## src/design/pfde_pkg.sv

```systemverilog
package pfde_pkg;

    // Command codes carried in the kind field.
    localparam logic [2:0] KIND_BOX    = 3'd0;
    localparam logic [2:0] KIND_HEADER = 3'd1;
    localparam logic [2:0] KIND_GBYTE  = 3'd2;
    localparam logic [2:0] KIND_READ   = 3'd3;
    localparam logic [2:0] KIND_CLEAR  = 3'd4;
    localparam logic [2:0] KIND_SET    = 3'd5;

    localparam logic [1:0] ALIGN_CENTER = 2'd1;
    localparam logic [1:0] ALIGN_END    = 2'd2;

    // Controller states.
    typedef enum logic [2:0] {
        ST_IDLE,
        ST_RD,
        ST_MOD,
        ST_WR,
        ST_OUT
    } pfde_state_t;

    // Commands from the controller to the datapath.
    typedef struct packed {
        logic load;      // capture the accepted item
        logic rd_issue;  // issue a store read at the current address
        logic wr_issue;  // write the merged byte back
        logic step;      // advance to the next byte of the walk
        logic out_load;  // capture read data into the result register
    } pfde_cmd_t;

    // Status from the datapath to the controller.
    typedef struct packed {
        logic walk;      // item needs a store walk
        logic is_read;   // item returns a result
        logic last;      // current byte is the last of the walk
        logic clr_busy;  // reset clearing pass still running
    } pfde_sts_t;

    // Start of an aligned span; underflow starts at zero.
    function automatic logic [7:0] aligned_start(input logic [7:0] pos,
                                                 input logic [7:0] size,
                                                 input logic [1:0] mode);
        logic [7:0] off;
        begin
            off = 8'd0;
            if (mode == ALIGN_CENTER) begin
                off = size >> 1;
            end else if (mode == ALIGN_END) begin
                off = size;
            end
            aligned_start = (pos >= off) ? (pos - off) : 8'd0;
        end
    endfunction

endpackage

```

## src/design/pfde_ctrl.sv

```systemverilog
module pfde_ctrl
    import pfde_pkg::*;
(
    input  logic      aclk,
    input  logic      aresetn,
    input  logic      s_valid,
    output logic      s_ready,
    output logic      m_valid,
    input  logic      m_ready,
    input  pfde_sts_t sts,
    output pfde_cmd_t cmd
);

    pfde_state_t state_reg, state_next;
    logic        out_valid_reg, out_valid_next;

    // State and result-valid registers.
    always_ff @(posedge aclk) begin
        if (!aresetn) begin
            state_reg     <= ST_IDLE;
            out_valid_reg <= 1'b0;
        end else begin
            state_reg     <= state_next;
            out_valid_reg <= out_valid_next;
        end
    end

    assign m_valid = out_valid_reg;

    // Next state and commands.
    always_comb begin
        state_next     = state_reg;
        out_valid_next = out_valid_reg;
        cmd            = '0;
        s_ready        = 1'b0;
        if (out_valid_reg && m_ready) begin
            out_valid_next = 1'b0;
        end
        case (state_reg)
            ST_IDLE: begin
                // The result register parts the two sides, so a waiting
                // result does not hold off a new command.
                s_ready = !sts.clr_busy;
                if (s_valid && s_ready) begin
                    cmd.load   = 1'b1;
                    state_next = ST_RD;
                end
            end
            ST_RD: begin
                if (sts.is_read) begin
                    cmd.rd_issue = 1'b1;
                    state_next   = ST_OUT;
                end else if (sts.walk) begin
                    cmd.rd_issue = 1'b1;
                    state_next   = ST_MOD;
                end else begin
                    state_next = ST_IDLE;
                end
            end
            ST_MOD: begin
                state_next = ST_WR;
            end
            ST_WR: begin
                cmd.wr_issue = 1'b1;
                cmd.step     = 1'b1;
                state_next   = sts.last ? ST_IDLE : ST_RD;
            end
            ST_OUT: begin
                // Hold the read data here until the result register is free.
                if (!out_valid_reg || m_ready) begin
                    cmd.out_load   = 1'b1;
                    out_valid_next = 1'b1;
                    state_next     = ST_IDLE;
                end
            end
            default: begin
                state_next = ST_IDLE;
            end
        endcase
    end

endmodule

```

## config.mk

```make
export PLATFORM = sky130hd
export DESIGN_NAME = pfde_ctrl
export DESIGN_NICKNAME = d
export VERILOG_FILES = /design/src/design/pfde_pkg.sv /design/src/design/pfde_ctrl.sv
export SDC_FILE = /design/constraint.sdc
export NUM_CORES = 1
export LEC_CHECK = 0
export BUFFER_PORTS_ARGS = -buffer_cell sky130_fd_sc_hd__buf_2
export CAP_MARGIN = 15
export CORE_AREA = 2 2 39 41
export DETAILED_ROUTE_END_ITERATION = 10
export DIE_AREA = 0 0 41 43
export SKIP_LAST_GASP = 1
export SLEW_MARGIN = 25
export SYNTH_ARGS = -nofsm -noshare
export SYNTH_HDL_FRONTEND = slang
export SYNTH_SLANG_ARGS = --single-unit
```

## constraint.sdc

```tcl
create_clock -name aclk -period 2.7 [get_ports aclk]
set_input_delay 0.54 -clock aclk [delete_from_list [all_inputs] [get_ports aclk]]
set_output_delay 0.54 -clock aclk [all_outputs]
set_load 0.03 [all_outputs]
```

* Word level (Yosys, flattened, before mapping)
Cells that the tools add are included.
** Storage, ports and cells
- Flip-flop bits (word level) :: 4
- Input bits :: 8
- Output and inout bits :: 7
- Logic and storage cells :: 33
** Cells by class
- Equal/unequal tests :: 6
- Mux-type cells :: 18
- Reductions and logical operators :: 7
** Operators with widths (number)
- case mux 3 bit (5 select lines) :: 1
- 2-to-1 mux 1 bit :: 12
- 2-to-1 mux 3 bit :: 3
- equality test 3 x 2 -> 1 bit (second input constant) :: 2
- 2-to-1 mux 2 bit :: 2
- inequality test 2 bit (second input constant) :: 2
- equality test 3 x 1 -> 1 bit (second input constant) :: 1
- equality test 3 bit (second input constant) :: 1
- zero test 3 bit :: 1
- logical AND 1 bit :: 2
- zero test 1 bit :: 2
- AND reduction 2 bit :: 1
- logical OR 1 bit :: 1

* Longest topological paths before layout
Gate-level depths: netlist of the first run.
- Depth after elaboration :: 4
- Gate-level depth with buffers :: 4
- Depth with buffers taken out :: 2

* Worst setup path before layout of the first run
Ideal clock, no wire load.
- Path type :: input -> output
- From :: input port sts[3] (netlist name)
- To :: output port cmd[3] (netlist name)
- Arrival :: 1594 ps
- Data required time :: 2160 ps
- Path slack :: 566 ps
- Stages :: 2
- Path buffers :: 0
- Cells stage by stage :: nor2_1 nor4b_1
** RTL lines
- start, declared :: RTL line pfde_ctrl.sv:10 : input pfde_sts_t sts,
- end, declared :: RTL line pfde_ctrl.sv:11 : output pfde_cmd_t cmd

==> results of run 1 <==
## power groups by stage
stage | Clock (mW) | Sequential (mW) | Combinational (mW)
finish | 0.0754 | 0.0646 | 0.0274
global route | 0.0834 | 0.0651 | 0.0299
CTS | 0.0785 | 0.0646 | 0.0279
detailed placement | 0 | 0.0655 | 0.0278
global placement | 0 | 0.0654 | 0.0271
floorplan | 0 | 0.0634 | 0.0200
## per-stage QoR
step	utilization [%]	area, sq um	total power [mW]	hold slack [ns]
2_1_floorplan	-	260	0.0834	0.529
3_3_place_gp	23.7	328	0.0925	0.497
3_5_place_dp	23.7	328	0.0933	0.503
4_1_cts	25.3	350	0.171	0.508
5_1_grt	25.3	350	0.178	0.547
6_report	25.3	350	0.167	0.500
## synth_stat cells (all sizes together)
| master | n |
|---|---|
| nand2 | 1 |
| or3b | 1 |
| a21bo | 1 |
| nand2b | 4 |
| nand3b | 1 |
| nor3b | 1 |
| nor2b | 2 |
| dfxtp | 4 |
| clkbuf | 1 |
| o21a | 1 |
| nor4 | 2 |
| nor2 | 2 |
| nor4b | 1 |
| nand4bb | 2 |
| a21oi | 3 |
| buf | 2 |
## worst max-delay path, cell delays in order (launching register included)
cell and delay, ns:
dfxtp_1 0.45, nor3b_1 0.27, nor2b_1 0.16, buf_2 0.20
## layer usage
layer  routed length (microns)  track usage, %
met2                       287            12.2
met5                         0               0
met1                       219            8.12
met3                        53            7.85
met4                        17            6.00
## cells by family (layout without fill, tap and decap cells)
group                  after synthesis  after routing  synth area share, %
AO/OA/AOI/OAI                        5              5                 13.9
buffers and inverters                3             17                 8.65
AND/OR/NAND/NOR                     17             17                 46.6
flip-flops                           4              4                 30.8
## final cells by class
| class | count | area, sq um |
|---|---|---|
| fillers | 154 | 1030 |
| multi-input cells | 22 | 158 |
| flip-flops and latches | 4 | 80.1 |
| repair buffers | 14 | 70.1 |
| clock buffers | 3 | 22.5 |
| well taps | 16 | 20.0 |
## worst max path at each step
stage,to,cells past startpoint,slack [ns]
after detailed placement,cmd[4],4,0.96
after CTS,cmd[0],3,0.83
final,cmd[0],3,0.85
after global routing,cmd[0],3,0.70
after global placement,cmd[4],4,1.01
after floorplan,cmd[3],2,0.57
==> reports/summary.txt, run 1 <==
====================================================================================================
Core region area ......................................................................   1380 sq um
Clock tree from TritonCTS .............................................................          yes
Std-Cell Rows .........................................................................           14
Setup tns final .......................................................................         0 ns
Area of the die .......................................................................   1760 sq um
Worst setup path start ................................................................ state_reg[2]
GPL Wtd Cong ..........................................................................        0.596
Post-synthesis sequential area ratio ..................................................        30.8%
Post-Synthesis Cells ..................................................................           29
Die outline width .....................................................................   41 microns
Hold wc startpoint ....................................................................      m_valid
Synthesized flop and latch total ......................................................            4
Syn_nets ..............................................................................           37
Crit share post-route .................................................................        68.6%
Most frequent standard cell in the layout excluding fill and tap cells ................        buf_2
Logic depth of the worst register-to-register path ....................................            2
Pin count of the biggest net entering global routing ..................................           12
Outcome ............................................................................... complete, no violations
Root buffer cell ......................................................................     clkbuf_4
Number of global-route vias before repair .............................................          246
Leading area contributor after synthesis ..............................................      dfxtp_1
Startpoint kind of the worst setup timing path ........................................         flop
Port Buffer Count .....................................................................           14
Setup Fix Bufs, Post-CTS ..............................................................            0
Clock latency on the worst-skew pair ..................................................      0.24 ns
Number of synthesis warnings ..........................................................            0
Vias/cell .............................................................................         4.37
Portion of synthesized cell area occupied by the leading cell type ....................        30.8%
Vias ..................................................................................          258
Terminating pin of the worst hold path ................................................ state_reg[2]
Number of nets in the layout ..........................................................           53
Most frequent cells in the layout ..................................................... 14 x buf_2, 4 x dfxtp_1, 3 x nand2b_1, 3 x clkbuf_4
Worst EP arrival ......................................................................      1.31 ns
Pre-Repair DR Iteration Count .........................................................            1
Routed WL .............................................................................  577 microns
Worst setup slack after placement .....................................................     0.958 ns
VDD IR-drop max .......................................................................       188 uV
Tightest slew margin relative to the limit ............................................        79.3%
Flop pwr share ........................................................................        38.6%
Sw Share ..............................................................................        26.2%
H-tree lvl count ......................................................................            1
Synthesis-to-finish area growth .......................................................        34.6%
Count of final setup violators ........................................................            0
Leakage component of the power ........................................................     0.158 nW
Hold buffers post-CTS .................................................................            0
Proportion of power drawn by the clock network ........................................        45.1%
Min cycle time layout .................................................................      1.85 ns
Endpoint of the most critical register-to-register path ............................... state_reg[0]
Worst Max-Slew Pin Slew ...............................................................     0.311 ns
Net switching power ...................................................................    0.0439 mW
Number of distinct library cells after synthesis ......................................           19
Max-slew violation count ..............................................................            0
Cell Int Power ........................................................................     0.123 mW
Area of the mapped netlist ............................................................    260 sq um
Proportion of layout cells with a drive suffix above 1 ................................        48.8%
Final std cells w/o fill ..............................................................           59
Cell types with the largest area share after synthesis ................................ dfxtp_1 31%, nand4bb_1 8.7%, nand2b_1 7.2%
Critical path class ................................................................... flop to output port
CTS sink count ........................................................................            4
Gates resized, CTS repair .............................................................            0
Remaining antenna violation count .....................................................            0
Overflow left after global routing ....................................................            0
Die Height ............................................................................   43 microns
Final setup slack of the worst path ...................................................     0.849 ns
Flop2flop setup slack .................................................................      1.69 ns
Cell depth of the worst min-delay path ................................................            2
Wirelength per Cell ................................................................... 9.78 microns
Worst hold-check path type ............................................................ flop to flop
Critical path endpoint category .......................................................  output port
Max reg flops .........................................................................            3
Clock-pin slew reported for the worst setup and hold paths after clock tree synthesis .      0.04 ns
Critical path data required time ......................................................      2.16 ns
Number of antenna violations at the first check in global routing .....................            0
Number of maximum-capacitance constraint violations ...................................            0
Antenna diode count ...................................................................            0
Number of hold violations in the final report .........................................            0
Power share of the combinational group ................................................        16.4%
Starting utilization of the core area .................................................        18.8%
First-pass GRT wire length ............................................................  959 microns
Worst-case clock buffer depth .........................................................            2
Clock skew after layout ...............................................................   0.00345 ns
Power per unit of standard cell area ..................................................  478 nW/um^2
I/O pin count .........................................................................           15
Max Fanout on Critical Path ...........................................................            8
F_max .................................................................................      540 MHz
Post-Syn Area per Cell ................................................................   8.97 sq um
Violation count after the first detailed-routing iteration ............................            0
Clock buffer count from CTS ...........................................................            3
Total track usage .....................................................................        8.86%
DRC violation count after routing .....................................................            0
RSZ-0062 raised after global routing ..................................................        false
Launch point of the worst reg-to-reg path ............................................. state_reg[0]
# placed instances ....................................................................           56
====================================================================================================
Power figures use the tool's default switching activity.
==> run 2: changes to the inputs <==
==> constraint.sdc (replaced) <==
create_clock -name aclk -period 1.7 [get_ports aclk]
set_input_delay 0.34 -clock aclk [delete_from_list [all_inputs] [get_ports aclk]]
set_output_delay 0.34 -clock aclk [all_outputs]
set_load 0.03 [all_outputs]
==> reports/summary.txt, run 2 (same netlist as run 1, synthesis figures left out) <==
====================================================================================================
Power per unit of standard cell area ..................................................  727 nW/um^2   was 478 nW/um^2
Number of global-route vias before repair .............................................          216   was 246
Cell breakdown of the critical path ................................................... nor3b_2 -> nor2b_1 -> buf_2   was nor3b_1 -> nor2b_1 -> buf_2
Synthesis-to-finish area growth .......................................................        38.9%   was 34.6%
Outcome ............................................................................... complete, no violations   unchanged
First-pass GRT wire length ............................................................  814 microns   was 959 microns
Overflow left after global routing ....................................................            0   unchanged
Std-Cell Rows .........................................................................           14   unchanged
Flop2flop setup slack .................................................................      0.69 ns   was 1.69 ns
Clock buffer count from CTS ...........................................................            3   unchanged
Detailed route wirelength on metal3 ...................................................   29 microns   was 53 microns
Pre-Repair DR Iteration Count .........................................................            4   was 1
Max reg flops .........................................................................            3   unchanged
Most frequent standard cell in the layout excluding fill and tap cells ................        buf_2   unchanged
Clock-pin slew reported for the worst setup and hold paths after clock tree synthesis .      0.03 ns   was 0.04 ns
Number of maximum-capacitance constraint violations ...................................            0   unchanged
Violation count after the first detailed-routing iteration ............................            4   was 0
Number of antenna violations at the first check in global routing .....................            0   unchanged
Root buffer cell ......................................................................     clkbuf_4   unchanged
Wire length on met2 ...................................................................  280 microns   was 287 microns
Leakage component of the power ........................................................     0.164 nW   was 0.158 nW
Wirelength per Cell ................................................................... 9.22 microns   was 9.78 microns
Setup Fix Bufs, Post-CTS ..............................................................            0   unchanged
Critical path endpoint category .......................................................  output port   unchanged
Remaining antenna violation count .....................................................            0   unchanged
Crit share post-route .................................................................        92.5%
Pin count of the biggest net entering global routing ..................................           12   unchanged
Max-slew violation count ..............................................................            0   unchanged
Count of final setup violators ........................................................            0   unchanged
Die Height ............................................................................   43 microns   unchanged
Worst Max-Slew Pin Slew ...............................................................     0.336 ns   was 0.311 ns
VDD IR-drop max .......................................................................       267 uV   was 188 uV
Vias/cell .............................................................................         4.41   was 4.37
Highest metal layer with signal wires .................................................         met3   was met4
Tightest slew margin relative to the limit ............................................        77.6%   was 79.3%
H-tree lvl count ......................................................................            1   unchanged
Total Power Consumption ...............................................................     0.263 mW   was 0.167 mW
Clock skew after layout ...............................................................   0.00265 ns   was 0.00345 ns
Worst hold-check path type ............................................................ input port to flop   was flop to flop
Area of the die .......................................................................   1760 sq um   unchanged
Final design utilization ..............................................................        26.1%   was 25.3%
Max Fanout on Critical Path ...........................................................            8   unchanged
CTS sink count ........................................................................            4   unchanged
Number of buffer and inverter stages on the critical path .............................            1   unchanged
Most frequent cells in the layout ..................................................... 14 x buf_2, 4 x dfxtp_1, 3 x nand2b_1, 3 x clkbuf_4   unchanged
GPL Wtd Cong ..........................................................................        0.667   was 0.596
Startpoint kind of the worst setup timing path ........................................         flop   unchanged
Clock latency on the worst-skew pair ..................................................      0.23 ns   was 0.24 ns
Total track usage .....................................................................        7.14%   was 8.86%
F_max .................................................................................      636 MHz
Starting utilization of the core area .................................................        18.8%   unchanged
Post-placement cell area ..............................................................    334 sq um   was 328 sq um
I/O pin count .........................................................................           15   unchanged
Worst EP arrival ......................................................................      1.23 ns   was 1.31 ns
Number of hold violations in the final report .........................................            0   unchanged
Number of nets in the layout ..........................................................           53   unchanged
Min cycle time layout .................................................................      1.57 ns
Critical path class ................................................................... flop to output port   unchanged
Proportion of layout cells with a drive suffix above 1 ................................        53.5%   was 48.8%
Port Buffer Count .....................................................................           14   unchanged
Worst path top cell family by delay ...................................................   flip-flops   unchanged
Slowest cell on the critical path .....................................................      dfxtp_1   unchanged
Met1 Wirelength .......................................................................  234 microns   was 219 microns
Clock tree from TritonCTS .............................................................          yes   unchanged
Critical path data required time ......................................................      1.36 ns   was 2.16 ns
Worst-case clock buffer depth .........................................................            2   unchanged
Antenna diode count ...................................................................            0   unchanged
DRC violation count after routing .....................................................            0   unchanged
Core region area ......................................................................   1380 sq um   unchanged
Hold slack ............................................................................     0.355 ns   was 0.500 ns
Routed WL .............................................................................  544 microns   was 577 microns
Finished Cell Area ....................................................................    362 sq um   was 350 sq um
Vias ..................................................................................          260   was 258
RSZ-0062 raised after global routing ..................................................        false   unchanged
Die outline width .....................................................................   41 microns   unchanged
Largest stage delay on the critical path ..............................................      0.44 ns   was 0.45 ns
====================================================================================================
## run 2: final timing paths
kind	cells past startpoint	startpoint	to
setup / recovery	3	state_reg[2]	cmd[0]
hold / removal	2	aresetn	m_valid
setup reg to reg	2	state_reg[0]	state_reg[0]
hold reg to reg	2	m_valid	state_reg[2]
## run 2: area by class of cell
cell class	instances	area, sq um
Fill cell	152	1020
Clock buffer	3	22.5
Multi-Input combinational cell	22	169
Timing Repair Buffer	14	70.1
Tap cell	16	20.0
Sequential cell	4	80.1
## run 2: what timing repair did
action,in CTS,in global routing
hold buffers,0,0
setup endpoints to repair,0,1
resized for setup,0,1
## run 2: worst register-to-register path, cell delays in order (launching register included)
cell and delay (ns):
dfxtp_1 0.40, or3b_4 0.43, a21oi_2 0.12
## run 2: per-layer routing
metal | up-vias | GRT usage, %
met2 | 5 | 9.69
li1 | 133 | -
met3 | 0 | 3.66
met4 | 0 | 6.00
met5 | - | 0
met1 | 122 | 7.74
## run 2: through the flow
step                      instances  setup TNS, ns  worst slack, ns
after floorplan                  29         -0.196          -0.0982
after global placement           56              0            0.333
after detailed placement         56              0            0.330
after CTS                        59              0           0.0776
after global routing             59              0           0.0109
final                            59              0            0.127
## run 2: power breakdown
part	internal, mW	total, mW	switching (mW)
combinational	0.0205	0.0440	0.0234
sequential	0.0971	0.103	0.00590
clock	0.0789	0.116	0.0372
total	0.196	0.263	0.0665
==> run 3: changes to the inputs <==
--- a/config.mk
+++ b/config.mk
@@ -5,6 +5,7 @@
 export SDC_FILE = /design/constraint.sdc
 export NUM_CORES = 1
 export LEC_CHECK = 0
+export ABC_AREA = 1
 export BUFFER_PORTS_ARGS = -buffer_cell sky130_fd_sc_hd__buf_2
 export CAP_MARGIN = 15
 export CORE_AREA = 2 2 39 41
==> reports/summary.txt, run 3 <==
====================================================================================================
Outcome ............................................................................... complete, no violations   unchanged
Starting utilization of the core area .................................................        16.6%   was 18.8%
Min cycle time layout .................................................................      1.54 ns   was 1.57 ns
Worst setup slack after placement .....................................................     0.370 ns   was 0.330 ns
VDD IR-drop max .......................................................................       192 uV   was 267 uV
Syn_nets ..............................................................................           46   was 37
Pre-Repair DR Iteration Count .........................................................            4   unchanged
Die Height ............................................................................   43 microns   unchanged
Leading area contributor after synthesis ..............................................      dfxtp_1   unchanged
Async S/R FF share, synth .............................................................           0%   unchanged
Overflow left after global routing ....................................................            0   unchanged
Footprint of the multi-input gates ....................................................    126 sq um   was 169 sq um
Worst-case clock buffer depth .........................................................            2   unchanged
Port Buffer Count .....................................................................           14   unchanged
GPL Wtd Cong ..........................................................................        0.720   was 0.667
Power per unit of standard cell area ..................................................  846 nW/um^2   was 727 nW/um^2
Cell types with the largest area share after synthesis ................................ dfxtp_1 35%, nor2_1 15%, nand2_1 13%   was dfxtp_1 31%, nand4bb_1 8.7%, nand2b_1 7.2%
Worst hold-check path type ............................................................ input port to flop   unchanged
Number of hold violations in the final report .........................................            0   unchanged
I/O pin count .........................................................................           15   unchanged
Setup Fix Bufs, Post-CTS ..............................................................            0   unchanged
Top FF cell, synth ....................................................................      dfxtp_1   unchanged
Commonest cells in the synthesized netlist ............................................ 9 x nor2_1, 8 x nand2_1, 5 x inv_1, 4 x dfxtp_1, 3 x nand3_1   was 4 x dfxtp_1, 3 x nand2b_1
Final setup slack of the worst path ...................................................     0.159 ns   was 0.127 ns
Hold slack ............................................................................     0.375 ns   was 0.355 ns
H-tree lvl count ......................................................................            1   unchanged
Worst Max-Slew Pin Slew ...............................................................     0.229 ns   was 0.336 ns
First-pass GRT wire length ............................................................  841 microns   was 814 microns
Cell depth of the worst min-delay path ................................................            3   was 2
Vias/cell .............................................................................         4.13   was 4.41
Post-Synthesis Cells ..................................................................           38   was 29
Critical path class ................................................................... flop to output port   unchanged
Count of final setup violators ........................................................            0   unchanged
Most frequent cells in the layout ..................................................... 14 x buf_2, 9 x nor2_1, 8 x nand2_1   was 14 x buf_2, 4 x dfxtp_1, 3 x nand2b_1, 3 x clkbuf_4
Post-Syn Area per Cell ................................................................   6.06 sq um   was 8.97 sq um
Clock skew after layout ...............................................................  0.000157 ns   was 0.00265 ns
Vias ..................................................................................          289   was 260
Wirelength per Cell ................................................................... 7.31 microns   was 9.22 microns
Setup tns final .......................................................................         0 ns   unchanged
Portion of synthesized cell area occupied by the leading cell type ....................        34.8%   was 30.8%
Routed WL .............................................................................  512 microns   was 544 microns
Synthesis-to-finish area growth .......................................................        48.4%   was 38.9%
Hold buffers post-CTS .................................................................            0   unchanged
Critical path data required time ......................................................      1.36 ns   about the same
Proportion of layout cells with a drive suffix above 1 ................................        37.0%   was 53.5%
Max-slew violation count ..............................................................            0   unchanged
Crit share post-route .................................................................        90.7%   was 92.5%
Combined flip-flop and latch cell area ................................................   80.1 sq um   unchanged
Pin count of the biggest net entering global routing ..................................            7   was 12
Antenna diode count ...................................................................            0   unchanged
Detailed-placement wirelength estimate ................................................  473 microns
RSZ-0062 raised after global routing ..................................................        false   unchanged
Leakage component of the power ........................................................     0.191 nW   was 0.164 nW
Tightest slew margin relative to the limit ............................................        84.7%   was 77.6%
Remaining antenna violation count .....................................................            0   unchanged
Total track usage .....................................................................        7.22%   was 7.14%
Most frequent standard cell in the layout excluding fill and tap cells ................        buf_2   unchanged
Startpoint kind of the worst setup timing path ........................................         flop   unchanged
DRC violation count after routing .....................................................            0   unchanged
Core region area ......................................................................   1380 sq um   unchanged
Post-synthesis sequential area ratio ..................................................        34.8%   was 30.8%
Number of enable flip-flop cells after synthesis ......................................            0   unchanged
Number of distinct library cells after synthesis ......................................           13   was 19
Die outline width .....................................................................   41 microns   unchanged
Number of synthesis warnings ..........................................................            0   unchanged
Violation count after the first detailed-routing iteration ............................            5   was 4
Clock latency on the worst-skew pair ..................................................      0.23 ns   about the same
Number of global-route vias before repair .............................................          266   was 216
Top-count cell post-synth .............................................................       nor2_1   was dfxtp_1
Number of maximum-capacitance constraint violations ...................................            0   unchanged
F_max .................................................................................      649 MHz   was 636 MHz
Total Power Consumption ...............................................................     0.289 mW   was 0.263 mW
Area of the die .......................................................................   1760 sq um   unchanged
Logic depth of the worst register-to-register path ....................................            4   was 2
Clock buffer count from CTS ...........................................................            3   unchanged
Std-Cell Rows .........................................................................           14   unchanged
Clock tree from TritonCTS .............................................................          yes   unchanged
CTS sink count ........................................................................            4   unchanged
Area of the mapped netlist ............................................................    230 sq um   was 260 sq um
Gates resized, CTS repair .............................................................            0   unchanged
Worst EP arrival ......................................................................      1.20 ns   was 1.23 ns
Clock-pin slew reported for the worst setup and hold paths after clock tree synthesis .      0.03 ns   about the same
Number of antenna violations at the first check in global routing .....................            0   unchanged
Root buffer cell ......................................................................     clkbuf_4   unchanged
Synthesized flop and latch total ......................................................            4   unchanged
Finished Cell Area ....................................................................    342 sq um   was 362 sq um
Critical path endpoint category .......................................................  output port   unchanged
Fill cell total of the finished layout ................................................          165   was 152
Post-placement cell area ..............................................................    319 sq um   was 334 sq um
Number of nets in the layout ..........................................................           64   was 53
Max reg flops .........................................................................            3   unchanged
Max Fanout on Critical Path ...........................................................            6   was 8
====================================================================================================
==> run 3: cell count changes in the layout (fill, tap and decap cells not counted), moves of 2 or more <==
cell,previous run,this run
nor4_1,2,0
nor2_1,2,9
nor2b_1,2,0
nand4bb_1,2,0
nand2_1,1,8
nand2b_1,3,0
nand3_1,0,3
inv_1,0,5
==> run 3: through the flow <==
step | std cells | utilization (%)
2_1_floorplan | 38 | -
3_3_place_gp | 67 | 23.1
3_5_place_dp | 67 | 23.1
4_1_cts | 70 | 24.7
5_1_grt | 70 | 24.7
6_report | 70 | 24.7
==> run 3: power breakdown <==
group / switching (mW) / internal, mW / total, mW
registers: 0.00685 / 0.0994 / 0.106
clock network: 0.0333 / 0.0786 / 0.112
logic: 0.0453 / 0.0254 / 0.0707
==> run 3: worst max-delay path, stage by stage (launching register included) <==
cell	delay (ns)
dfxtp_1	0.41
inv_1	0.13
nor4_2	0.21
buf_2	0.23
==> run 3: final timing paths <==
check,start,end,slack [ns]
worst min-delay path,aresetn,m_valid,0.38
worst max register to register,state_reg[1],state_reg[0],0.78
worst min register to register,state_reg[2],state_reg[2],0.58
worst max-delay path,state_reg[2],cmd[0],0.16
==> run 3: area by class of cell <==
class	instances	area share (%)
clock buffers	3	6.59
flip-flops and latches	4	23.4
well taps	16	5.86
repair buffers	14	20.5
inverters	6	6.59
multi-input cells	27	37.0
==> run 3: cell families (layout without fill, tap and decap cells) <==
logic type / Yosys count / after routing / share of synthesized area [%]
simple gates: 23 / 23 / 42.4
compound gates: 4 / 4 / 9.78
flops: 4 / 4 / 34.8
buf+inv: 7 / 23 / 13.0
==> run 3: routing by layer <==
layer | vias to the layer above | share of wire (%) | GRT usage, %
met2 | 9 | 53 | 11.9
met5 | - | 0 | 0
met3 | 0 | 8.6 | 4.71
met4 | 0 | 0 | 4.00
li1 | 155 | - | -
met1 | 125 | 38 | 6.09
